**config.mk**
```make
export PLATFORM = sky130hd
export DESIGN_NAME = char_lcd_line_refresh_unit
export DESIGN_NICKNAME = d
export VERILOG_FILES = /design/src/lclr_pkg.sv /design/src/lclr_ram.sv /design/src/lclr_front.sv /design/src/lclr_back.sv /design/src/char_lcd_line_refresh_unit.sv
export SDC_FILE = /design/constraint.sdc
export NUM_CORES = 1
export LEC_CHECK = 0
export ABC_AREA = 1
export BUFFER_PORTS_ARGS = -buffer_cell sky130_fd_sc_hd__buf_2
export CAP_MARGIN = 20
export CORE_ASPECT_RATIO = 1.1
export CORE_MARGIN = 1
export CORE_UTILIZATION = 45
export DETAILED_ROUTE_END_ITERATION = 12
export PLACE_DENSITY = 0.58
export SYNTH_ARGS = -nofsm -noshare
export SYNTH_HDL_FRONTEND = slang
export SYNTH_SLANG_ARGS = --single-unit
export TNS_END_PERCENT = 30
```
**constraint.sdc**
```tcl
create_clock -name clock -period 8.4 [get_ports clock]
set_input_delay 0.84 -clock clock [delete_from_list [all_inputs] [get_ports clock]]
set_output_delay 0.84 -clock clock [all_outputs]
set_load 0.1 [all_outputs]
```
**src/lclr_pkg.sv**
```systemverilog
// Shared constants, types and helpers for the character LCD line refresh unit.
package lclr_pkg;

   localparam int LINES       = 4;
   localparam int LINE_LENGTH = 16;
   localparam int HALF_LINE   = LINE_LENGTH >> 1;

   localparam int COL_W     = $clog2(LINE_LENGTH);
   localparam int LEN_W     = $clog2(LINE_LENGTH + 1);
   localparam int RAM_DEPTH = LINES * LINE_LENGTH;
   localparam int ADDR_W    = $clog2(RAM_DEPTH);
   localparam int PROD_W    = ADDR_W + 3;

   localparam int NUM_CFG   = 8;
   localparam int CFG_IDX_W = 3;
   localparam int DDRAM_W   = 7;
   localparam int MID_BASE  = 4;

   localparam logic OP_STRING = 1'b0;
   localparam logic OP_POLL   = 1'b1;

   localparam logic [1:0] ALIGN_LEFT   = 2'd0;
   localparam logic [1:0] ALIGN_CENTER = 2'd1;
   localparam logic [1:0] ALIGN_RIGHT  = 2'd2;

   localparam logic [1:0] RS_LEFT_CMD    = 2'd0;
   localparam logic [1:0] RS_FIRST_HALF  = 2'd1;
   localparam logic [1:0] RS_MID_CMD     = 2'd2;
   localparam logic [1:0] RS_SECOND_HALF = 2'd3;

   localparam logic [2:0] IDLE_LINE    = 3'd7;
   localparam logic [7:0] CMD_SET_ADDR = 8'h80;
   localparam logic [7:0] SPACE_CHAR   = 8'h20;

   localparam logic [DDRAM_W-1:0] CFG_RESET [NUM_CFG] = '{
      7'd0, 7'd64, 7'd16, 7'd80, 7'd8, 7'd72, 7'd24, 7'd88
   };

   typedef struct packed {
      logic       is_poll;
      logic       commit;
      logic       line_ok;
      logic [1:0] line;
      logic [1:0] align;
      logic [7:0] ch;
      logic       busy;
   } lclr_cmd_type;

   typedef struct packed {
      logic [7:0] lcd_byte;
      logic       rs;
      logic       done;
   } lclr_rsp_type;

   function automatic logic [ADDR_W-1:0] ram_addr(input logic [1:0] line,
                                                  input logic [COL_W-1:0] col);
      logic [PROD_W-1:0] full;
      full = PROD_W'(line) * PROD_W'(LINE_LENGTH) + PROD_W'(col);
      return full[ADDR_W-1:0];
   endfunction

endpackage

```
**src/lclr_ram.sv**
```systemverilog
// Generic single-write, single-read RAM with registered read data.
module lclr_ram #(
   parameter int WIDTH = 8,
   parameter int DEPTH = 64
) (
   input  logic                     clock,
   input  logic                     we,
   input  logic [$clog2(DEPTH)-1:0] waddr,
   input  logic [WIDTH-1:0]         wdata,
   input  logic                     re,
   input  logic [$clog2(DEPTH)-1:0] raddr,
   output logic [WIDTH-1:0]         rdata
);

   logic [WIDTH-1:0] mem_ff [DEPTH];
   logic [WIDTH-1:0] rdata_ff;

   always_ff @(posedge clock) begin
      if (we) begin
         mem_ff[waddr] <= wdata;
      end
      if (re) begin
         rdata_ff <= mem_ff[raddr];
      end
   end

   assign rdata = rdata_ff;

endmodule

```
**src/lclr_front.sv**
```systemverilog
// Front end: accepts request transactions, decodes them and queues commands.
module lclr_front (
   input  logic                   clock,
   input  logic                   reset,
   input  logic                   req_push,
   output logic                   req_full,
   input  logic                   req_op,
   input  logic [1:0]             req_line_number,
   input  logic [1:0]             req_alignment,
   input  logic [7:0]             req_text_char,
   input  logic                   req_last_char,
   input  logic                   req_display_busy,
   output logic                   cmd_valid,
   input  logic                   cmd_ready,
   output lclr_pkg::lclr_cmd_type cmd
);

   lclr_pkg::lclr_cmd_type q_ff [2];
   logic                   wr_ff, wr_in;
   logic                   rd_ff, rd_in;
   logic [1:0]             cnt_ff, cnt_in;
   logic                   push, pop;
   lclr_pkg::lclr_cmd_type dec;

   always_comb begin
      dec.is_poll = (req_op == lclr_pkg::OP_POLL);
      dec.commit  = (req_op == lclr_pkg::OP_STRING) && req_last_char;
      dec.line_ok = ({1'b0, req_line_number} < 3'(lclr_pkg::LINES));
      dec.line    = req_line_number;
      dec.align   = req_alignment;
      dec.ch      = req_text_char;
      dec.busy    = req_display_busy;
   end

   assign req_full  = (cnt_ff == 2'd2);
   assign push      = req_push && !req_full;
   assign cmd_valid = (cnt_ff != 2'd0);
   assign pop       = cmd_valid && cmd_ready;
   assign cmd       = q_ff[rd_ff];

   always_comb begin
      wr_in  = push ? ~wr_ff : wr_ff;
      rd_in  = pop ? ~rd_ff : rd_ff;
      cnt_in = cnt_ff + {1'b0, push} - {1'b0, pop};
   end

   always_ff @(posedge clock) begin
      if (push) begin
         q_ff[wr_ff] <= dec;
      end
   end

   always_ff @(posedge clock) begin
      if (reset) begin
         wr_ff  <= 1'b0;
         rd_ff  <= 1'b0;
         cnt_ff <= 2'd0;
      end else begin
         wr_ff  <= wr_in;
         rd_ff  <= rd_in;
         cnt_ff <= cnt_in;
      end
   end

endmodule

```
**src/lclr_back.sv**
```systemverilog
// Back end: string staging, line commit walk, refresh sequencer and result queue.
module lclr_back (
   input  logic                          clock,
   input  logic                          reset,
   input  logic                          cmd_valid,
   output logic                          cmd_ready,
   input  lclr_pkg::lclr_cmd_type        cmd,
   input  logic                          csr_valid,
   output logic                          csr_ready,
   input  logic [lclr_pkg::CFG_IDX_W-1:0] csr_index,
   input  logic [lclr_pkg::DDRAM_W-1:0]   csr_data,
   output logic                          rsp_empty,
   input  logic                          rsp_pop,
   output logic [7:0]                    rsp_lcd_byte,
   output logic                          rsp_register_select,
   output logic                          rsp_line_done
);

   typedef enum logic [2:0] {
      ST_IDLE   = 3'b001,
      ST_COMMIT = 3'b010,
      ST_READ   = 3'b100
   } lclr_state_type;

   localparam int LEN_W = lclr_pkg::LEN_W;
   localparam int COL_W = lclr_pkg::COL_W;

   logic [lclr_pkg::DDRAM_W-1:0] cfg_ff [lclr_pkg::NUM_CFG];
   logic [7:0]                   staging_ff [lclr_pkg::LINE_LENGTH];
   logic [LEN_W-1:0]             len_ff, len_in;
   logic                         ended_ff, ended_in;
   logic [lclr_pkg::LINES-1:0]   pending_ff, pending_in;
   logic [2:0]                   active_ff, active_in;
   logic [1:0]                   stage_ff, stage_in;
   logic [LEN_W-1:0]             cidx_ff, cidx_in;
   lclr_state_type               state_ff, state_in;
   logic [COL_W-1:0]             walk_ff, walk_in;
   logic [1:0]                   cline_ff, cline_in;
   logic [LEN_W-1:0]             clen_ff, clen_in;
   logic [LEN_W-1:0]             lead_ff, lead_in;
   logic                         done_ff, done_in;

   lclr_pkg::lclr_rsp_type       oq_ff [2];
   logic                         oq_wr_ff, oq_rd_ff;
   logic [1:0]                   oq_cnt_ff;
   logic                         oq_full, oq_pop;
   logic                         push;
   lclr_pkg::lclr_rsp_type       push_data;

   logic                         stg_we;
   logic [LEN_W-1:0]             staged_len;
   logic [LEN_W-1:0]             cidx_nxt;
   logic [LEN_W-1:0]             walk_ext, walk_off;
   logic [2:0]                   act;
   logic [lclr_pkg::LINES-1:0]   pend;
   logic [1:0]                   stg;

   logic                         ram_we, ram_re;
   logic [lclr_pkg::ADDR_W-1:0]  ram_waddr, ram_raddr;
   logic [7:0]                   ram_wdata, ram_rdata;

   lclr_ram #(
      .WIDTH (8),
      .DEPTH (lclr_pkg::RAM_DEPTH)
   ) u_line_ram (
      .clock (clock),
      .we    (ram_we),
      .waddr (ram_waddr),
      .wdata (ram_wdata),
      .re    (ram_re),
      .raddr (ram_raddr),
      .rdata (ram_rdata)
   );

   assign csr_ready = 1'b1;
   assign oq_full   = (oq_cnt_ff == 2'd2);
   assign oq_pop    = rsp_pop && (oq_cnt_ff != 2'd0);

   assign rsp_empty           = (oq_cnt_ff == 2'd0);
   assign rsp_lcd_byte        = oq_ff[oq_rd_ff].lcd_byte;
   assign rsp_register_select = oq_ff[oq_rd_ff].rs;
   assign rsp_line_done       = oq_ff[oq_rd_ff].done;

   // length after staging the current character (used by a commit on the same item)
   always_comb begin
      if (!ended_ff && (cmd.ch != 8'd0) && (len_ff < LEN_W'(lclr_pkg::LINE_LENGTH))) begin
         staged_len = len_ff + LEN_W'(1);
      end else begin
         staged_len = len_ff;
      end
   end

   assign cidx_nxt = cidx_ff + LEN_W'(1);
   assign walk_ext = LEN_W'(walk_ff);
   assign walk_off = walk_ext - lead_ff;

   always_comb begin
      len_in     = len_ff;
      ended_in   = ended_ff;
      pending_in = pending_ff;
      active_in  = active_ff;
      stage_in   = stage_ff;
      cidx_in    = cidx_ff;
      state_in   = state_ff;
      walk_in    = walk_ff;
      cline_in   = cline_ff;
      clen_in    = clen_ff;
      lead_in    = lead_ff;
      done_in    = done_ff;
      cmd_ready  = 1'b0;
      stg_we     = 1'b0;
      push       = 1'b0;
      push_data  = '0;
      ram_we     = 1'b0;
      ram_re     = 1'b0;
      ram_waddr  = '0;
      ram_raddr  = '0;
      ram_wdata  = lclr_pkg::SPACE_CHAR;
      act        = active_ff;
      pend       = pending_ff;
      stg        = stage_ff;

      case (state_ff)
         ST_IDLE: begin
            if (cmd_valid && !oq_full) begin
               cmd_ready = 1'b1;
               if (!cmd.is_poll) begin
                  if (!ended_ff) begin
                     if (cmd.ch == 8'd0) begin
                        ended_in = 1'b1;
                     end else if (len_ff < LEN_W'(lclr_pkg::LINE_LENGTH)) begin
                        stg_we = 1'b1;
                        len_in = staged_len;
                     end
                  end
                  if (cmd.commit) begin
                     len_in   = '0;
                     ended_in = 1'b0;
                     if (cmd.line_ok) begin
                        clen_in  = staged_len;
                        cline_in = cmd.line;
                        walk_in  = '0;
                        state_in = ST_COMMIT;
                        case (cmd.align)
                           lclr_pkg::ALIGN_CENTER: begin
                              lead_in = (LEN_W'(lclr_pkg::LINE_LENGTH) - staged_len) >> 1;
                           end
                           lclr_pkg::ALIGN_RIGHT: begin
                              lead_in = LEN_W'(lclr_pkg::LINE_LENGTH) - staged_len;
                           end
                           default: begin
                              lead_in = '0;
                           end
                        endcase
                        pending_in = pending_ff | lclr_pkg::LINES'(1 << cmd.line);
                        if (active_ff == {1'b0, cmd.line}) begin
                           stage_in = lclr_pkg::RS_LEFT_CMD;
                        end
                     end
                  end
               end else begin
                  // pick the lowest pending line when nothing is active
                  if ((active_ff == lclr_pkg::IDLE_LINE) && (pending_ff != '0)) begin
                     for (int k = lclr_pkg::LINES - 1; k >= 0; k--) begin
                        if (pending_ff[k]) begin
                           act = 3'(k);
                        end
                     end
                     pend = pending_ff & ~lclr_pkg::LINES'(1 << act);
                     stg  = lclr_pkg::RS_LEFT_CMD;
                  end
                  active_in  = act;
                  pending_in = pend;
                  stage_in   = stg;
                  if ((act != lclr_pkg::IDLE_LINE) && !cmd.busy) begin
                     case (stg)
                        lclr_pkg::RS_LEFT_CMD: begin
                           push               = 1'b1;
                           push_data.lcd_byte = lclr_pkg::CMD_SET_ADDR |
                                                {1'b0, cfg_ff[{1'b0, act[1:0]}]};
                           stage_in           = lclr_pkg::RS_FIRST_HALF;
                           cidx_in            = '0;
                        end
                        lclr_pkg::RS_MID_CMD: begin
                           push               = 1'b1;
                           push_data.lcd_byte = lclr_pkg::CMD_SET_ADDR |
                              {1'b0, cfg_ff[3'(lclr_pkg::MID_BASE) + {1'b0, act[1:0]}]};
                           stage_in           = lclr_pkg::RS_SECOND_HALF;
                        end
                        lclr_pkg::RS_FIRST_HALF: begin
                           ram_re    = 1'b1;
                           ram_raddr = lclr_pkg::ram_addr(act[1:0], cidx_ff[COL_W-1:0]);
                           cidx_in   = cidx_nxt;
                           done_in   = 1'b0;
                           state_in  = ST_READ;
                           if (cidx_nxt >= LEN_W'(lclr_pkg::HALF_LINE)) begin
                              stage_in = lclr_pkg::RS_MID_CMD;
                           end
                        end
                        default: begin
                           ram_re    = 1'b1;
                           ram_raddr = lclr_pkg::ram_addr(act[1:0], cidx_ff[COL_W-1:0]);
                           cidx_in   = cidx_nxt;
                           done_in   = 1'b0;
                           state_in  = ST_READ;
                           if (cidx_nxt >= LEN_W'(lclr_pkg::LINE_LENGTH)) begin
                              active_in = lclr_pkg::IDLE_LINE;
                              done_in   = 1'b1;
                           end
                        end
                     endcase
                  end
               end
            end
         end
         ST_COMMIT: begin
            ram_we    = 1'b1;
            ram_waddr = lclr_pkg::ram_addr(cline_ff, walk_ff);
            if ((walk_ext >= lead_ff) && (walk_off < clen_ff)) begin
               ram_wdata = staging_ff[walk_off[COL_W-1:0]];
            end
            walk_in = walk_ff + COL_W'(1);
            if (walk_ff == COL_W'(lclr_pkg::LINE_LENGTH - 1)) begin
               state_in = ST_IDLE;
            end
         end
         ST_READ: begin
            push               = 1'b1;
            push_data.lcd_byte = ram_rdata;
            push_data.rs       = 1'b1;
            push_data.done     = done_ff;
            state_in           = ST_IDLE;
         end
         default: begin
            state_in = ST_IDLE;
         end
      endcase
   end

   always_ff @(posedge clock) begin
      if (stg_we) begin
         staging_ff[len_ff[COL_W-1:0]] <= cmd.ch;
      end
      if (push) begin
         oq_ff[oq_wr_ff] <= push_data;
      end
      walk_ff  <= walk_in;
      cline_ff <= cline_in;
      clen_ff  <= clen_in;
      lead_ff  <= lead_in;
      done_ff  <= done_in;
   end

   always_ff @(posedge clock) begin
      if (reset) begin
         for (int i = 0; i < lclr_pkg::NUM_CFG; i++) begin
            cfg_ff[i] <= lclr_pkg::CFG_RESET[i];
         end
         len_ff     <= '0;
         ended_ff   <= 1'b0;
         pending_ff <= '0;
         active_ff  <= lclr_pkg::IDLE_LINE;
         stage_ff   <= lclr_pkg::RS_LEFT_CMD;
         cidx_ff    <= '0;
         state_ff   <= ST_IDLE;
         oq_wr_ff   <= 1'b0;
         oq_rd_ff   <= 1'b0;
         oq_cnt_ff  <= 2'd0;
      end else begin
         if (csr_valid && csr_ready) begin
            cfg_ff[csr_index] <= csr_data;
         end
         len_ff     <= len_in;
         ended_ff   <= ended_in;
         pending_ff <= pending_in;
         active_ff  <= active_in;
         stage_ff   <= stage_in;
         cidx_ff    <= cidx_in;
         state_ff   <= state_in;
         oq_wr_ff   <= push ? ~oq_wr_ff : oq_wr_ff;
         oq_rd_ff   <= oq_pop ? ~oq_rd_ff : oq_rd_ff;
         oq_cnt_ff  <= oq_cnt_ff + {1'b0, push} - {1'b0, oq_pop};
      end
   end

`ifndef SYNTH
   a_active_legal: assert property (@(posedge clock) disable iff (reset)
      (active_ff == lclr_pkg::IDLE_LINE) || (active_ff < 3'(lclr_pkg::LINES)))
      else $error("active line out of range");

   a_oq_bound: assert property (@(posedge clock) disable iff (reset)
      oq_cnt_ff <= 2'd2)
      else $error("result queue overflow");

   a_read_after_idle: assert property (@(posedge clock) disable iff (reset)
      (state_ff == ST_READ) |-> ($past(state_ff) == ST_IDLE))
      else $error("read state not entered from idle");

   a_read_has_room: assert property (@(posedge clock) disable iff (reset)
      (state_ff == ST_READ) |-> !oq_full)
      else $error("no result slot for read data");

   a_cidx_bound: assert property (@(posedge clock) disable iff (reset)
      (active_ff != lclr_pkg::IDLE_LINE) |-> (cidx_ff <= LEN_W'(lclr_pkg::LINE_LENGTH)))
      else $error("character index past line end");
`endif

endmodule

```
**src/char_lcd_line_refresh_unit.sv**
```systemverilog
// Top level of the character LCD line refresh unit.
// Usage:
//   req_* is a queue input: an item is taken when req_push is high and req_full low.
//   op 0 items stage characters of a string for one line; the item with last_char
//   set commits the line, stored aligned and space padded, and marks it pending.
//   op 1 items poll the refresh; each poll with display_busy low sends one byte
//   (address command or text byte) of the active line, else of the lowest pending one, if any.
//   rsp_* is a queue output: the oldest byte is shown while rsp_empty is low and
//   is taken when rsp_pop is high.
//   csr_* writes the eight DDRAM address registers; csr_ready is always high.
// Timing: a two-entry command queue feeds the back end. A commit walks the whole
//   line, writing one line RAM location per cycle; a poll for a text byte also
//   passes through a read state for the registered line RAM read. A command byte
//   is visible in the cycle after acceptance; a text byte is first read into the
//   line RAM read register and then written into the result queue.
// Reset: address registers return to defaults, no line pending or active, queues empty.
// Stalls: results wait in a two-entry queue; when it is full the back end stops,
//   the command queue fills and req_full rises.
module char_lcd_line_refresh_unit (
   input  logic                          clock,
   input  logic                          reset,
   input  logic                          req_push,
   output logic                          req_full,
   input  logic                          req_op,
   input  logic [1:0]                    req_line_number,
   input  logic [1:0]                    req_alignment,
   input  logic [7:0]                    req_text_char,
   input  logic                          req_last_char,
   input  logic                          req_display_busy,
   output logic                          rsp_empty,
   input  logic                          rsp_pop,
   output logic [7:0]                    rsp_lcd_byte,
   output logic                          rsp_register_select,
   output logic                          rsp_line_done,
   input  logic                          csr_valid,
   output logic                          csr_ready,
   input  logic [lclr_pkg::CFG_IDX_W-1:0] csr_index,
   input  logic [lclr_pkg::DDRAM_W-1:0]   csr_data
);

   logic                   cmd_valid;
   logic                   cmd_ready;
   lclr_pkg::lclr_cmd_type cmd;

   lclr_front u_front (
      .clock            (clock),
      .reset            (reset),
      .req_push         (req_push),
      .req_full         (req_full),
      .req_op           (req_op),
      .req_line_number  (req_line_number),
      .req_alignment    (req_alignment),
      .req_text_char    (req_text_char),
      .req_last_char    (req_last_char),
      .req_display_busy (req_display_busy),
      .cmd_valid        (cmd_valid),
      .cmd_ready        (cmd_ready),
      .cmd              (cmd)
   );

   lclr_back u_back (
      .clock               (clock),
      .reset               (reset),
      .cmd_valid           (cmd_valid),
      .cmd_ready           (cmd_ready),
      .cmd                 (cmd),
      .csr_valid           (csr_valid),
      .csr_ready           (csr_ready),
      .csr_index           (csr_index),
      .csr_data            (csr_data),
      .rsp_empty           (rsp_empty),
      .rsp_pop             (rsp_pop),
      .rsp_lcd_byte        (rsp_lcd_byte),
      .rsp_register_select (rsp_register_select),
      .rsp_line_done       (rsp_line_done)
   );

endmodule
```
[Word-level counts from Yosys, hierarchy flattened]
Memories as Yosys holds them, arrays and structs flattened. A register that Yosys moved wholly into a read port is not among the register bits.
Cells that the tools add are included.
Word-level totals
  output and inout port bits: 13
  memories kept: 5
  bits in writable memories: 746
  logic and storage cells: 225
  flip-flop bits (word level): 48
Cells by class
  order comparisons: 5
  eq/ne operators: 25
  reductions and logical operators: 39
  muxes and demuxes: 108
  bitwise operators: 11
  add/sub/neg operators: 12
  shift operators: 2
Memory list
  u_back.u_line_ram.mem_ff: words 64, width 8, read ports 1, clocked after Yosys merged registers in 1, write ports 1, line lclr_ram.sv:15  | logic [WIDTH-1:0] mem_ff [DEPTH];
  u_back.staging_ff: words 16, width 8, read ports 1, clocked after Yosys merged registers in 0, write ports 1, line lclr_back.sv:29  | logic [7:0] staging_ff [lclr_pkg::LINE_LENGTH];
  u_back.cfg_ff: words 8, width 7, read ports 2, clocked after Yosys merged registers in 0, write ports 8, line lclr_back.sv:28  | logic [lclr_pkg::DDRAM_W-1:0] cfg_ff [lclr_pkg::NUM_CFG];
  u_front.q_ff: words 2, width 15, read ports 1, clocked after Yosys merged registers in 1, write ports 1, line lclr_front.sv:18  | lclr_pkg::lclr_cmd_type q_ff [2];
  u_back.oq_ff: words 2, width 10, read ports 1, clocked after Yosys merged registers in 1, write ports 1, line lclr_back.sv:43  | lclr_pkg::lclr_rsp_type oq_ff [2];
Operator list (count)
  2-to-1 mux 3 bit: 23
  2-to-1 mux 1 bit: 40
  2-to-1 mux 8 bit: 5
  2-to-1 mux 6 bit: 6
  2-to-1 mux 4 bit: 8
  case mux 8 bit (2 select lines): 2
  AND reduction 5 bit: 6
  2-to-1 mux 5 bit: 5
  2-to-1 mux 2 bit: 11
  case mux 5 bit (2 select lines): 2
  nonzero test 2 bit: 7
  adder 6 x 4 -> 6 bit: 2
  != test 2 bit, second input constant: 6
  AND reduction 6 bit: 2
  adder 5 x 1 -> 5 bit, second input constant: 2
  logical AND 1 bit: 10
  != test 3 bit, second input constant: 3
  == test 2 bit, second input constant: 4
  logical NOT 8 bit: 1
  NOT 1 bit: 8
  case mux 4 bit (2 select lines): 1
  nonzero test 8 bit: 1
  2-to-1 mux 7 bit: 1
  OR reduction 7 bit: 1
  other kinds (33): 45

[Logic depth before layout (Yosys ltp)]
Gate-level depths: netlist of the first run.
  word-level depth: 20
  gate-level depth with buffers: 19

[Hierarchy]
A second synthesis of the first run with hierarchy kept.
Second synthesis, totals
  cell total of the unflattened synthesis: 3048
  area, all modules: 34154.0 um2
Modules (own cells, without submodules)
  lclr_ram: sequential area each 15615.0 um2, cells an instance 1822, instances 1, area an instance 21371.7 um2
  lclr_back: sequential area each 7196.9 um2, cells an instance 1136, instances 1, area an instance 11373.4 um2
  lclr_front: sequential area each 1001.0 um2, cells an instance 90, instances 1, area an instance 1408.9 um2

[Least setup slack after synthesis of the first run]
Ideal clock, no wire load.
  kind: register to register
  start: reg u_back.walk_ff[2]
  end: mem u_back.u_line_ram.mem_ff[0][0], data pin
  path buffers: 0
  data required time: 7.679 ns
  data arrival time: 5.411 ns
  clock period less this slack: 6.133 ns
  stages on the path, launching flop included: 12
  path slack: 2.267 ns
  library setup time: 0.721 ns
  path through: edfxtp_1 ha_1 inv_1 o31ai_1 xor2_1 clkinv_1 ha_1 nand2_1 inv_1 o21ai_0 nand4_1 a211oi_1
On the way
  word-level cells in the longest chain between the ends: 5
  elaborated cells on any way between the ends: 7
RTL lines
  start, declared: line lclr_back.sv:37  | logic [COL_W-1:0] walk_ff, walk_in;
  start signal, assigned: line lclr_back.sv:247  | walk_ff <= walk_in;
  subtractor 4 x 5 -> 5 bit: line lclr_back.sv:95  | assign walk_off = walk_ext - lead_ff;
  < comparator 5 bit: line lclr_back.sv:219  | if ((walk_ext >= lead_ff) && (walk_off < clen_ff)) begin
  logical AND 1 bit: line lclr_back.sv:219
  2-to-1 mux 8 bit *: line lclr_back.sv:219
  2-to-1 mux 8 bit *: line lclr_back.sv:123  | case (state_ff)
  named net u_back.ram_wdata[0]: line lclr_back.sv:60  | logic [7:0] ram_wdata, ram_rdata;
  end, declared: line lclr_ram.sv:15
The timed path passes the listed nets; every way through them passes the cells marked *.

[Final worst setup path of the first run]
  start: reg u_back.pending_ff[0] (netlist name)
  end: reg u_back.u_line_ram.rdata_ff[1] (netlist: u_back.u_line_ram.rdata[1]) (read register of u_back.u_line_ram.mem_ff), data pin
On the way
  word-level cells in the longest chain between the ends: 15
  elaborated cells on any way between the ends: 31
RTL lines
  start, declared: line lclr_back.sv:32  | logic [lclr_pkg::LINES-1:0] pending_ff, pending_in;
  start signal, assigned: line lclr_back.sv:275  | pending_ff <= pending_in;
  2-to-1 mux 3 bit: line lclr_back.sv:165  | if (pending_ff[k]) begin
  2-to-1 mux 3 bit: line lclr_back.sv:163  | if ((active_ff == lclr_pkg::IDLE_LINE) && (pending_ff != '0)) begin
  2-to-1 mux 3 bit: line lclr_back.sv:127  | if (!cmd.is_poll) begin
  2-to-1 mux 3 bit: line lclr_back.sv:125  | if (cmd_valid && !oq_full) begin
  2-to-1 mux 3 bit: line lclr_back.sv:123
  2-to-1 mux 3 bit: line lclr_back.sv:163
  2-to-1 mux 3 bit: line lclr_back.sv:127
  2-to-1 mux 3 bit: line lclr_back.sv:125
  2-to-1 mux 3 bit: line lclr_back.sv:123
  adder 6 x 4 -> 6 bit / != test 3 bit (equally long branches): line lclr_pkg.sv:58, lclr_back.sv:175
  2-to-1 mux 6 bit / logical AND 1 bit (equally long branches)
  2-to-1 mux 6 bit / 2-to-1 mux 1 bit (equally long branches): line lclr_back.sv:175  | if ((act != lclr_pkg::IDLE_LINE) && !cmd.busy) begin
  2-to-1 mux 6 bit / 2-to-1 mux 1 bit (equally long branches): line lclr_back.sv:127
  2-to-1 mux 6 bit / 2-to-1 mux 1 bit (equally long branches): line lclr_back.sv:125
  2-to-1 mux 6 bit / 2-to-1 mux 1 bit (equally long branches): line lclr_back.sv:123
  end, declared: line lclr_ram.sv:16  | logic [WIDTH-1:0] rdata_ff;
Parallel ways exist; a longest one is shown, timed or not. The select of a mux whose other input is x is not followed.
A chain may end at the register's enable or synchronous reset.

==> results of run 1 <==
## routing by layer
metal	part of all wire, %	GRT usage, %	vias to the layer above
met3	6.2	3.12	108
met5	0	0	-
met4	2.2	6.85	0
met2	48	36.9	748
li1	-	-	11400
met1	43	29.4	11500
## cells in the mapped netlist (all sizes together) (2+ instances only)
library cell | count | area (um2)
nand2 | 902 | 3390
edfxtp | 771 | 23200
nand3 | 442 | 2230
inv | 420 | 1580
nor2 | 225 | 887
o21ai | 119 | 599
buf | 100 | 507
a21oi | 76 | 384
nand3b | 73 | 548
clkbuf | 69 | 259
dfxtp | 33 | 661
ha | 21 | 263
o22ai | 15 | 93.8
a211oi | 14 | 105
a22oi | 14 | 105
a32o | 14 | 140
mux2 | 12 | 135
nand4 | 12 | 75.1
xor2 | 11 | 96.3
nor3 | 10 | 50.1
o311ai | 5 | 43.8
nor4 | 3 | 18.8
o211ai | 3 | 22.5
a221oi | 2 | 17.5
a31oi | 2 | 12.5
a32oi | 2 | 17.5
clkinv | 2 | 7.51
o31ai | 2 | 15.0
xnor2 | 2 | 17.5
## cell type report
cell class	count	area [um2]
multi-input cells	1989	9470
fillers	6936	38100
well taps	1035	1290
repair buffers	91	693
flip-flops and latches	804	23800
clock inverters	59	603
clock buffers	96	2210
inverters	422	1580
## cells in the final DEF, fill, tap and decap left out, types with 5 or more instances in the layout
cell       instances
o21ai_0           70
mux2_2            12
a32o_1            14
clkinv_2          16
ha_1              20
clkbuf_16         87
buf_4             39
clkbuf_1           9
nand2_1          900
o21ai_1           48
nor2_4             5
inv_1            415
dfxtp_1           33
a22oi_1           14
bufinv_16         11
buf_2             41
o22ai_1           15
nand3b_1          73
a211oi_1           7
nand4_1           12
nor3_1             9
clkinv_1          26
nand3_1          439
a211oi_4           7
nor2_2             6
o311ai_0           5
edfxtp_1         771
xor2_1            11
a21oi_1           75
nor2_1           214
## metrics by stage
step	std cells	hold WS [ps]
floorplan	3384	426
global placement	4331	435
detailed placement	4336	446
CTS	4491	368
global route	4496	385
finish	4496	400
## worst register-to-register path: stages (launching register included)
cell     delay (ps)
dfxtp_1         340
nor2_2          160
nand2_1         100
nand3_1         110
nand2_1         590
nor2_1          430
nor2_4          110
buf_12          360
nand4_1         260
buf_4           770
buf_4           700
nand3_1         210
nand3_1         140
nand3_1          90
nand3_1         170
nand2_1         100
nand2_1          80
nand2_1          50
## cell families after synthesis
| logic type | Yosys count |
|---|---|
| XOR/XNOR | 13 |
| AND/OR/NAND/NOR | 1669 |
| flip-flops | 804 |
| other | 1 |
| multiplexers | 12 |
| AO/OA/AOI/OAI | 272 |
| buffers and inverters | 591 |
| adder cells (fa/ha/maj) | 22 |
## sequential cells by signal (all words and copies together), names as in the netlist, 2 cells and up, named ones only
| signal | flops |
|---|---|
| u_back.active_ff | 3 |
| u_back.cfg_ff | 56 |
| u_back.cidx_ff | 5 |
| u_back.clen_ff | 5 |
| u_back.cline_ff | 2 |
| u_back.lead_ff | 5 |
| u_back.len_ff | 5 |
| u_back.oq_cnt_ff | 2 |
| u_back.oq_ff | 20 |
| u_back.pending_ff | 4 |
| u_back.stage_ff | 2 |
| u_back.staging_ff | 128 |
| u_back.state_ff | 3 |
| u_back.u_line_ram.mem_ff | 512 |
| u_back.u_line_ram.rdata | 8 |
| u_back.walk_ff | 4 |
| u_front.cnt_ff | 2 |
| u_front.q_ff | 30 |
## report_power, final
group	leakage (nW)	internal (mW)	switching (mW)
clock network	1.37	2.23	1.56
registers	7.07	4.54	0.0697
logic	7.43	0.483	1.36
## how the worst min path moves through the flow
stage / endpoint / slack [ps] / depth (start not counted)
finish: u_front.q_ff[1][2] / 400 / 1
global route: u_front.q_ff[0][6] / 390 / 1
CTS: u_front.q_ff[1][0] / 370 / 1
detailed placement: u_back.oq_rd_ff / 450 / 1
global placement: u_back.oq_rd_ff / 440 / 1
floorplan: register / 430 / 1
==> results.md, run 1 <==
* CTS Root Cell: clkbuf_16
* Critical R2R Capture: u_back.u_line_ram.rdata[1]
* First-pass GRT wire length at between 100000 and 150000 um
* Combinational family with the most area after synthesis: simple AND/OR/NAND/NOR gates
* Worst R2R Start: u_back.pending_ff[0]
* Slew Limit Headroom at 21.6%
* Io pins at 43
* Area of the die at approximately 80000 um2
* Critical path required time at 8790 ps
* Max-capacitance violation count at 0
* Worst Setup End Kind: register
* Tightest Pin Transition at around 1200 ps
* Final routed DRC violation total at 0
* CP Depth at 17
* Crit path capture: u_back.u_line_ram.rdata[1]
* Detail-routed via count per cell at 5.30
* Fraction of final layout cells with drive strength greater than 1 at 7.48%
* Buf/Inv on CP at 3
* Register bit total from synthesis at 804
* Synthesized instance count at 3384
* Run status: finished, final reports clean
* Layout Skew at 25.6 ps
* CP cell instances: nor2_2 > nand2_1 > nand3_1 > nand2_1 > nor2_1 > nor2_4 > buf_12 > nand4_1 > buf_4 > buf_4 > nand3_1 > nand3_1 > nand3_1 > nand3_1 > nand2_1 > nand2_1 > nand2_1
* Sequential element share of the synthesized area at roughly two thirds
* Adder-Cell Fraction of Synth Area at 0.796%
* Half-perimeter wire length after placement at 51500 um
* Max-slew violations at 0
* Total number of nets in the final design at 3445
* Fmax at around 200 MHz
* Post-Synth Simple-Gate Area at 20.3%
* Number of buffers inserted by hold repair at cts at 0
* VDD IR max at 0.000276 V
* CTS H-Tree Depth at 3
* Number of rows in the core area at 107
* Diode insertion count for antenna repair at 0
* Multiplexer area fraction after synthesis at 0.381%
* Vias in the first global route at ~23000
* Overall overflow remaining after global route at 0
* Endpoints failing setup at 0
* Static leakage at 15.9 nW
* Die outline width at 270 um
* Hold Path Class: in2reg
* Placeable core area at between 70000 and 80000 um2
* Power density over the cells at roughly 260 nW/um2
* Post-detailed-route wirelength per cell at 19.5 um
* Clock-pin slew reported for the worst setup and hold paths after clock tree synthesis at around 60 ps
* Count of different cell masters after synthesis at 48
* Highest fanout seen on the critical path at 209
* Number of enable flip-flop cells after synthesis at 771
* Post-placement setup slack at 3190 ps
* Maximum number of pins on one net before global-route repair at approximately 220
* Category of cells accounting for the largest share of critical-path delay: simple AND/OR/NAND/NOR gates
* Worst-case reg-to-reg path depth at 17
* Crit Path Class: reg2reg
* Slowest CP cell: buf_4
* Initial cell density of the core at 45.6%
* Combined area of all synthesized cells at 35500 um2
* Total Neg Setup Slack at 0 ps
* P&R area growth vs syn at 11.7%
* Total clock sinks at 804
* TritonCTS clock tree: yes
* Compound-gate portion of the synthesized area at 4.48%
* Chip height at about 300 um
* Final Hold Fails at 0
* Commonest register cell after synthesis: edfxtp_1
* WL final at between 80000 and 90000 um
* Critical Path Source: u_back.pending_ff[0]
* Area after detailed placement at 36800 um2
* Worst stage delay on the critical path at roughly 770 ps
* Combined global-route utilization of all metal layers at 21.9%
* Worst Min Path Start: req_text_char[1]
* Post-CTS setup buffer count at 0
* Post-DRT Antenna Nets at 0
* Final design area excluding fillers at around 40000 um2
* Synth Area in XOR/XNOR at 0.321%
* Arrival time worst endpoint at about 5400 ps
* Syn. warnings at 0
* Post-cts resize count at 0
* Count of input and output buffers at 41
* Source-to-sink clock delay at the later pin of the worst-skew pair at 630 ps
* Asr flop ratio synth at 0%
* Post-route fraction of the period consumed by the critical path at 59.5%
* Worst Setup Start Kind: register
* GPL Wtd Cong at 0.841
* Least setup slack across all paths after layout at 3400 ps
* Reg2Reg Setup Slack at 3400 ps
* Number of DRC markers in iteration 0 at 2110
* Length of the first detailed-routing pass in iterations at 6
* Via total after detailed routing at 23800
* Post-layout util at 51.0%
* Unrepaired setup endpoints after global routing: no
* Final min period at 5000 ps
* Avg Inst Size Synth at 10.5 um2
* Initial antenna violation count at 0
* Number of buffers on the longest clock path at 3
* Total power of the final layout at slightly above 10 mW
* Synthesized net count at 3436
* Total CTS buffers at 85
Power figures use the tool's default switching activity.
==> run 2: changes to the inputs <==
==> constraint.sdc (replaced) <==
create_clock -name clock -period 4.7 [get_ports clock]
set_input_delay 0.47 -clock clock [delete_from_list [all_inputs] [get_ports clock]]
set_output_delay 0.47 -clock clock [all_outputs]
set_load 0.1 [all_outputs]
==> run 2 against run 1 <==
Compared with the run above: utilization down 0.072 points; critical path depth down 1; sequential share of layout area up 0.085 points; maximum frequency up 32%; critical endpoint is now u_back.u_line_ram.rdata[2]; largest cell class unchanged; highest routed layer unchanged.
==> results.md, run 2 (synthesis gave the netlist of run 1 again) <==
* Crit Path Class: reg2reg
* Total number of nets in the final design at 3450 (+0.15%)
* Vias in the first global route at 23400 (+2.6%)
* Final min period at 3770 ps (-1220 ps)
* Final Hold Fails at 0 (unchanged)
* Post-route fraction of the period consumed by the critical path at 80.3% (+21 points)
* Overall overflow remaining after global route at 0 (unchanged)
* Total power of the final layout at 17.8 mW (+74%)
* Leading cell type in the layout, fill and taps excluded: nand2_1
* Maximum number of pins on one net before global-route repair at 210 (-3.2%)
* Hold Path Class: in2reg
* Source-to-sink clock delay at the later pin of the worst-skew pair at 630 ps (about the same)
* Number of buffers on the longest clock path at 3 (unchanged)
* Diode insertion count for antenna repair at 0 (unchanged)
* Final Hold Slack at 29.3 ps (-370 ps)
* Number of rows in the core area at 107 (unchanged)
* Io pins at 43 (unchanged)
* Detail-routed via count per cell at 5.30 (about the same)
* Worst Setup End Kind: register
* Cell occurring most often along the worst timing path: nand2_1
* Length of the first detailed-routing pass in iterations at 5 (-1)
* Initial cell density of the core at 45.6% (unchanged)
* First-pass GRT wire length at 134000 um (-0.65%)
* Slew Limit Headroom at 26.2% (+4.6 points)
* Highest fanout seen on the critical path at 64 (-69%)
* TritonCTS clock tree: yes
* Post-detailed-route wirelength per cell at 19.2 um (-1.5%)
* Non-filler cells, final at 4501 (+0.11%)
* Half-perimeter wire length after placement at 50800 um (-1.2%)
* Via total after detailed routing at 23900 (+0.18%)
* CTS H-Tree Depth at 3 (unchanged)
* Arrival time worst endpoint at 4270 ps (-1120 ps)
* Area after detailed placement at 37000 um2 (+0.48%)
* Slowest CP cell: buf_4
* Run status: finished, final reports clean
* Number of DRC markers in iteration 0 at 2086 (-1.1%)
* Final routed DRC violation total at 0 (unchanged)
* GPL Wtd Cong at 0.824 (-1.9%)
* Layout Skew at 26.0 ps (+0.464 ps)
* CTS Root Cell: clkbuf_16
* Critical path required time at 5200 ps (-3590 ps)
* Fraction of final layout cells with drive strength greater than 1 at 7.41% (-0.068 points)
* Post-DRT Antenna Nets at 0 (unchanged)
* Fmax at 265 MHz (+32%)
* Count of input and output buffers at 41 (unchanged)
* CP cell instances: nand2_1 > nor2_2 > nand3_1 > nand2_1 > buf_4 > nor2_1 > nor2_4 > nand3_4 > nor2_4 > buf_4 > nand3_1 > nand3_1 > nand3_1 > nand2_1 > nand2_1 > nand2_1
* Total CTS buffers at 82 (-3.5%)
* Cell Count Post-Placement at 4345 (+0.21%)
* Unrepaired setup endpoints after global routing: no
* Total clock sinks at 804 (unchanged)
* Max-capacitance violation count at 0 (unchanged)
* Initial antenna violation count at 0 (unchanged)
* Max-slew violations at 0 (unchanged)
* P&R area growth vs syn at 11.5%
* Number of flip-flops in the largest register at 512 (unchanged)
* Die outline width at 270 um (unchanged)
* VDD IR max at 0.000419 V (+52%)
* Buf/Inv on CP at 2 (-1)
* Final design area excluding fillers at 39600 um2 (-0.14%)
* Endpoints failing setup at 0 (unchanged)
* Combined global-route utilization of all metal layers at 21.6% (-0.26 points)
* Area of the die at 80000 um2 (unchanged)
* Most flops, register: u_back.u_line_ram.mem_ff
* Worst stage delay on the critical path at 700 ps (-70 ps)
* Power density over the cells at 450 nW/um2 (+74%)
* Placeable core area at 77800 um2 (unchanged)
* Worst Setup Start Kind: register
* Chip height at 297 um (unchanged)
* WL final at 86600 um (-1.4%)
* Static leakage at 15.8 nW (-0.20%)
* Category of cells accounting for the largest share of critical-path delay: simple AND/OR/NAND/NOR gates
* Tightest Pin Transition at 1110 ps (-68.3 ps)
* Clock-pin slew reported for the worst setup and hold paths after clock tree synthesis at 60 ps (about the same)
* Post-CTS setup buffer count at 0 (unchanged)
* Leading cell types in the layout, fill and taps excluded: nand2_1, edfxtp_1, nand3_1
run 2: timing repair:
| action | in CTS | in global routing |
|---|---|---|
| hold buffers | 4 | 0 |
| resized for setup | 0 | 0 |
| endpoints found under the hold margin | 7 | 0 |
run 2: final cells by class:
cell class / count / area [um2]
well taps: 1035 / 1290
flip-flops and latches: 804 / 23800
clock buffers: 110 / 2290
clock inverters: 42 / 319
repair buffers: 99 / 846
fillers: 6900 / 38200
inverters: 422 / 1580
multi-input cells: 1989 / 9470
run 2: worst paths after layout:
path                                      to  slack [ps]                start  depth (start not counted)
setup / recovery  u_back.u_line_ram.rdata[2]         930  u_back.active_ff[2]                         16
hold / removal           u_front.q_ff[1][12]          30   req_line_number[1]                          1
setup reg to reg  u_back.u_line_ram.rdata[2]         930  u_back.active_ff[2]                         16
hold reg to reg           u_back.stage_ff[1]         460   u_back.stage_ff[1]                          2
run 2: through the flow:
stage	TNS [ps]	setup slack, ps	util (%)
floorplan	-201010	-449	-
global placement	0	918	47.5
detailed placement	0	949	47.5
CTS	0	925	50.9
global route	0	613	50.9
finish	0	926	50.9
run 2: where the power goes:
part	switching [mW]	internal [mW]	leakage, nW
clock network	2.73	3.59	1.28
registers	0.112	8.11	7.07
logic	2.40	0.898	7.49
run 2: layer usage:
layer  part of all wire (%)  global-route usage, %
met1                     43                   28.6
met2                     48                   36.1
met3                    5.8                   3.52
met4                    2.9                   8.05
met5                      0                      0
==> run 3: changes to the inputs <==
--- a/config.mk
+++ b/config.mk
@@ -12,7 +12,7 @@
 export CORE_MARGIN = 1
 export CORE_UTILIZATION = 45
 export DETAILED_ROUTE_END_ITERATION = 12
-export PLACE_DENSITY = 0.58
+export PLACE_DENSITY = 0.6
 export SYNTH_ARGS = -nofsm -noshare
 export SYNTH_HDL_FRONTEND = slang
 export SYNTH_SLANG_ARGS = --single-unit
==> constraint.sdc (replaced) <==
create_clock -name clock -period 3.4 [get_ports clock]
set_input_delay 0.34 -clock clock [delete_from_list [all_inputs] [get_ports clock]]
set_output_delay 0.34 -clock clock [all_outputs]
set_load 0.1 [all_outputs]
==> run 3 against run 2 <==
Compared with the run above: first-iteration DRC count grew 3.7%; count of clock-buffer cells in the layout shrank 5; setup slack worse by 680 ps; sequential cell count unchanged; design area is 3.2% higher; sequential power rose by 39%; critical path depth increased by 1; global-route usage increased by 0.99 points; wire length is 4.7% higher; combinational power grew 43%; utilization up 1.6 points.
==> results.md, run 3 (synthesis gave the netlist of run 1 again) <==
* Fraction of final layout cells with drive strength greater than 1 at 10.5% (+3.1 points)
* Leading cell types in the layout, fill and taps excluded: nand2_1, edfxtp_1, nand3_1
* Source-to-sink clock delay at the later pin of the worst-skew pair at 640 ps (about the same)
* WL final at 90700 um (+4.7%)
* Number of rows in the core area at 107 (unchanged)
* Via total after detailed routing at 24300 (+2.0%)
* Total CTS buffers at 85 (+3.7%)
* Worst Setup End Kind: register
* Net load switching power at 7.35 mW (+40%)
* Diode insertion count for antenna repair at 0 (unchanged)
* Endpoints failing setup at 0 (unchanged)
* Placeable core area at 77800 um2 (unchanged)
* Final Hold Slack at 66.9 ps (+37.6 ps)
* Static leakage at 16.6 nW (+4.7%)
* Die outline width at 270 um (unchanged)
* Maximum number of pins on one net before global-route repair at 131 (-38%)
* Max-capacitance violation count at 0 (unchanged)
* Most flops, register: u_back.u_line_ram.mem_ff
* Highest fanout seen on the critical path at 33 (-48%)
* Worst Setup Start Kind: register
* Design internal power at 18.2 mW (+44%)
* Number of flip-flops in the largest register at 512 (unchanged)
* Number of DRC markers in iteration 0 at 2163 (+3.7%)
* Count of input and output buffers at 41 (unchanged)
* Tightest Pin Transition at 914 ps (-194 ps)
* Overall overflow remaining after global route at 0 (unchanged)
* Combined global-route utilization of all metal layers at 22.6% (+0.99 points)
* Io pins at 43 (unchanged)
* Chip height at 297 um (unchanged)
* Length of the first detailed-routing pass in iterations at 6 (+1)
* Final routed DRC violation total at 0 (unchanged)
* CTS H-Tree Depth at 3 (unchanged)
* Fmax at 317 MHz (+20%)
* Number of buffers on the longest clock path at 3 (unchanged)
* First-pass GRT wire length at 139000 um (+3.9%)
* Area of the die at 80000 um2 (unchanged)
* Post-detailed-route wirelength per cell at 19.6 um (+2.1%)
* Net switching share of the total power at 28.8% (-0.57 points)
* Crit Path Class: reg2reg
* Critical path required time at 3790 ps (-1410 ps)
* VDD IR max at 0.000700 V (+67%)
* Part of the total power dissipated in the clock network at 37.0% (+1.6 points)
* Area after detailed placement at 37900 um2 (+2.5%)
* Max-slew violations at 0 (unchanged)
* Arrival time worst endpoint at 3550 ps (-720 ps)
* GPL Wtd Cong at 0.827 (+0.36%)
* Initial cell density of the core at 45.6% (unchanged)
* Total number of nets in the final design at 3567 (+3.4%)
* Final Hold Fails at 0 (unchanged)
* P&R area growth vs syn at 15.1%
* Initial antenna violation count at 0 (unchanged)
* Clock-pin slew reported for the worst setup and hold paths after clock tree synthesis at 60 ps (about the same)
* Leading cell type in the layout, fill and taps excluded: nand2_1
* Vias in the first global route at 23200 (-1.0%)
* Hold Path Class: in2reg
* Post-DRT Antenna Nets at 0 (unchanged)
* Slew Limit Headroom at 38.9% (+13 points)
* Power density over the cells at 624 nW/um2 (+39%)
* TritonCTS clock tree: yes
* Final min period at 3160 ps (-616 ps)
* CTS Root Cell: clkbuf_16
* Layout Skew at 17.1 ps (-8.91 ps)
* Least setup slack across all paths after layout at 242 ps (-684 ps)
* # fillers at 6861 (-0.57%)
* Unrepaired setup endpoints after global routing: no
* Total clock sinks at 804 (unchanged)
* Run status: finished, final reports clean
* Power share of the sequential group at 44.5% (-1.6 points)
* Post-placement setup slack at 189 ps (-760 ps)
* Detail-routed via count per cell at 5.27 (-0.56%)
* Share of total power in combinational logic at 18.5% (about the same)
* Final design area excluding fillers at 40900 um2 (+3.2%)
* Total power of the final layout at 25.5 mW (+43%)
* Half-perimeter wire length after placement at 54800 um (+7.7%)
* Post-route fraction of the period consumed by the critical path at 92.9% (+13 points)
run 3: cell count changes in the layout (fill, tap and decap cells not counted), sizes merged:
cell / delta
clkbuf: -4
clkinv: -5
buf: +102
inv: +3
clkinvlp: -1
dlygate4sd3: +11
bufinv: +8
run 3: area by class of cell:
| class | instances | area, um2 | area share [%] |
|---|---|---|---|
| tap | 1035 | 1290 | 3.17 |
| clock buffer | 105 | 2300 | 5.62 |
| multi-input combinational | 1989 | 9530 | 23.3 |
| clock inverter | 47 | 515 | 1.26 |
| sequential | 804 | 23800 | 58.2 |
| inverter | 422 | 1590 | 3.89 |
| timing repair buffer | 213 | 1840 | 4.51 |
run 3: per-stage QoR:
stage / setup TNS, ps / util (%) / std cells
6_report: 0 / 52.6 / 4615
5_1_grt: 0 / 52.6 / 4615
4_1_cts: 0 / 52.5 / 4613
3_5_place_dp: 0 / 48.7 / 4446
3_3_place_gp: 0 / 48.7 / 4446
2_1_floorplan: -472440 / - / 3384
run 3: worst paths after layout:
kind,startpoint,end,slack [ps],cells after the start
min reg2reg,u_back.oq_rd_ff,u_back.oq_rd_ff,450,1
max reg2reg,u_back.active_ff[1],u_back.u_line_ram.rdata[4],240,17
max,u_back.active_ff[1],u_back.u_line_ram.rdata[4],240,17
min,csr_index[2],u_back.cfg_ff[1][6],70,3
run 3: power by group through the flow:
stage          clock, mW  combinational [mW]  sequential (mW)
2_1_floorplan          0                3.37             11.5
3_3_place_gp           0                4.67             11.6
3_5_place_dp           0                4.71             11.6
4_1_cts             9.58                4.75             11.4
5_1_grt             9.95                5.20             11.4
6_report            9.44                4.71             11.4
run 3: layer usage:
metal / track usage (%) / up-vias / wire length (um)
li1: - / 11700 / -
met1: 30.2 / 11800 / 38900
met2: 38.5 / 732 / 44700
met3: 2.92 / 131 / 4990
met4: 7.25 / 0 / 2010
met5: 0 / - / 0
run 3: what timing repair did:
item | in CTS | in global routing
setup endpoints to repair | 0 | 7
hold buffers | 15 | 0
resized for setup | 0 | 1
setup buffers | 0 | 1
hold endpoints to repair | 30 | 0
run 3: critical path, cell delays in order, from the launching register on:
cell	delay [ps]
dfxtp_1	390
inv_1	110
nor2_2	150
nand3_1	110
nand2_1	190
nor2_1	100
nor2_4	240
nand3_4	220
nor2_4	220
buf_12	230
buf_4	260
nand2_1	70
nand3_1	60
nand3_1	100
nand3_1	150
nand2_1	90
nand2_1	110
nand2_1	60
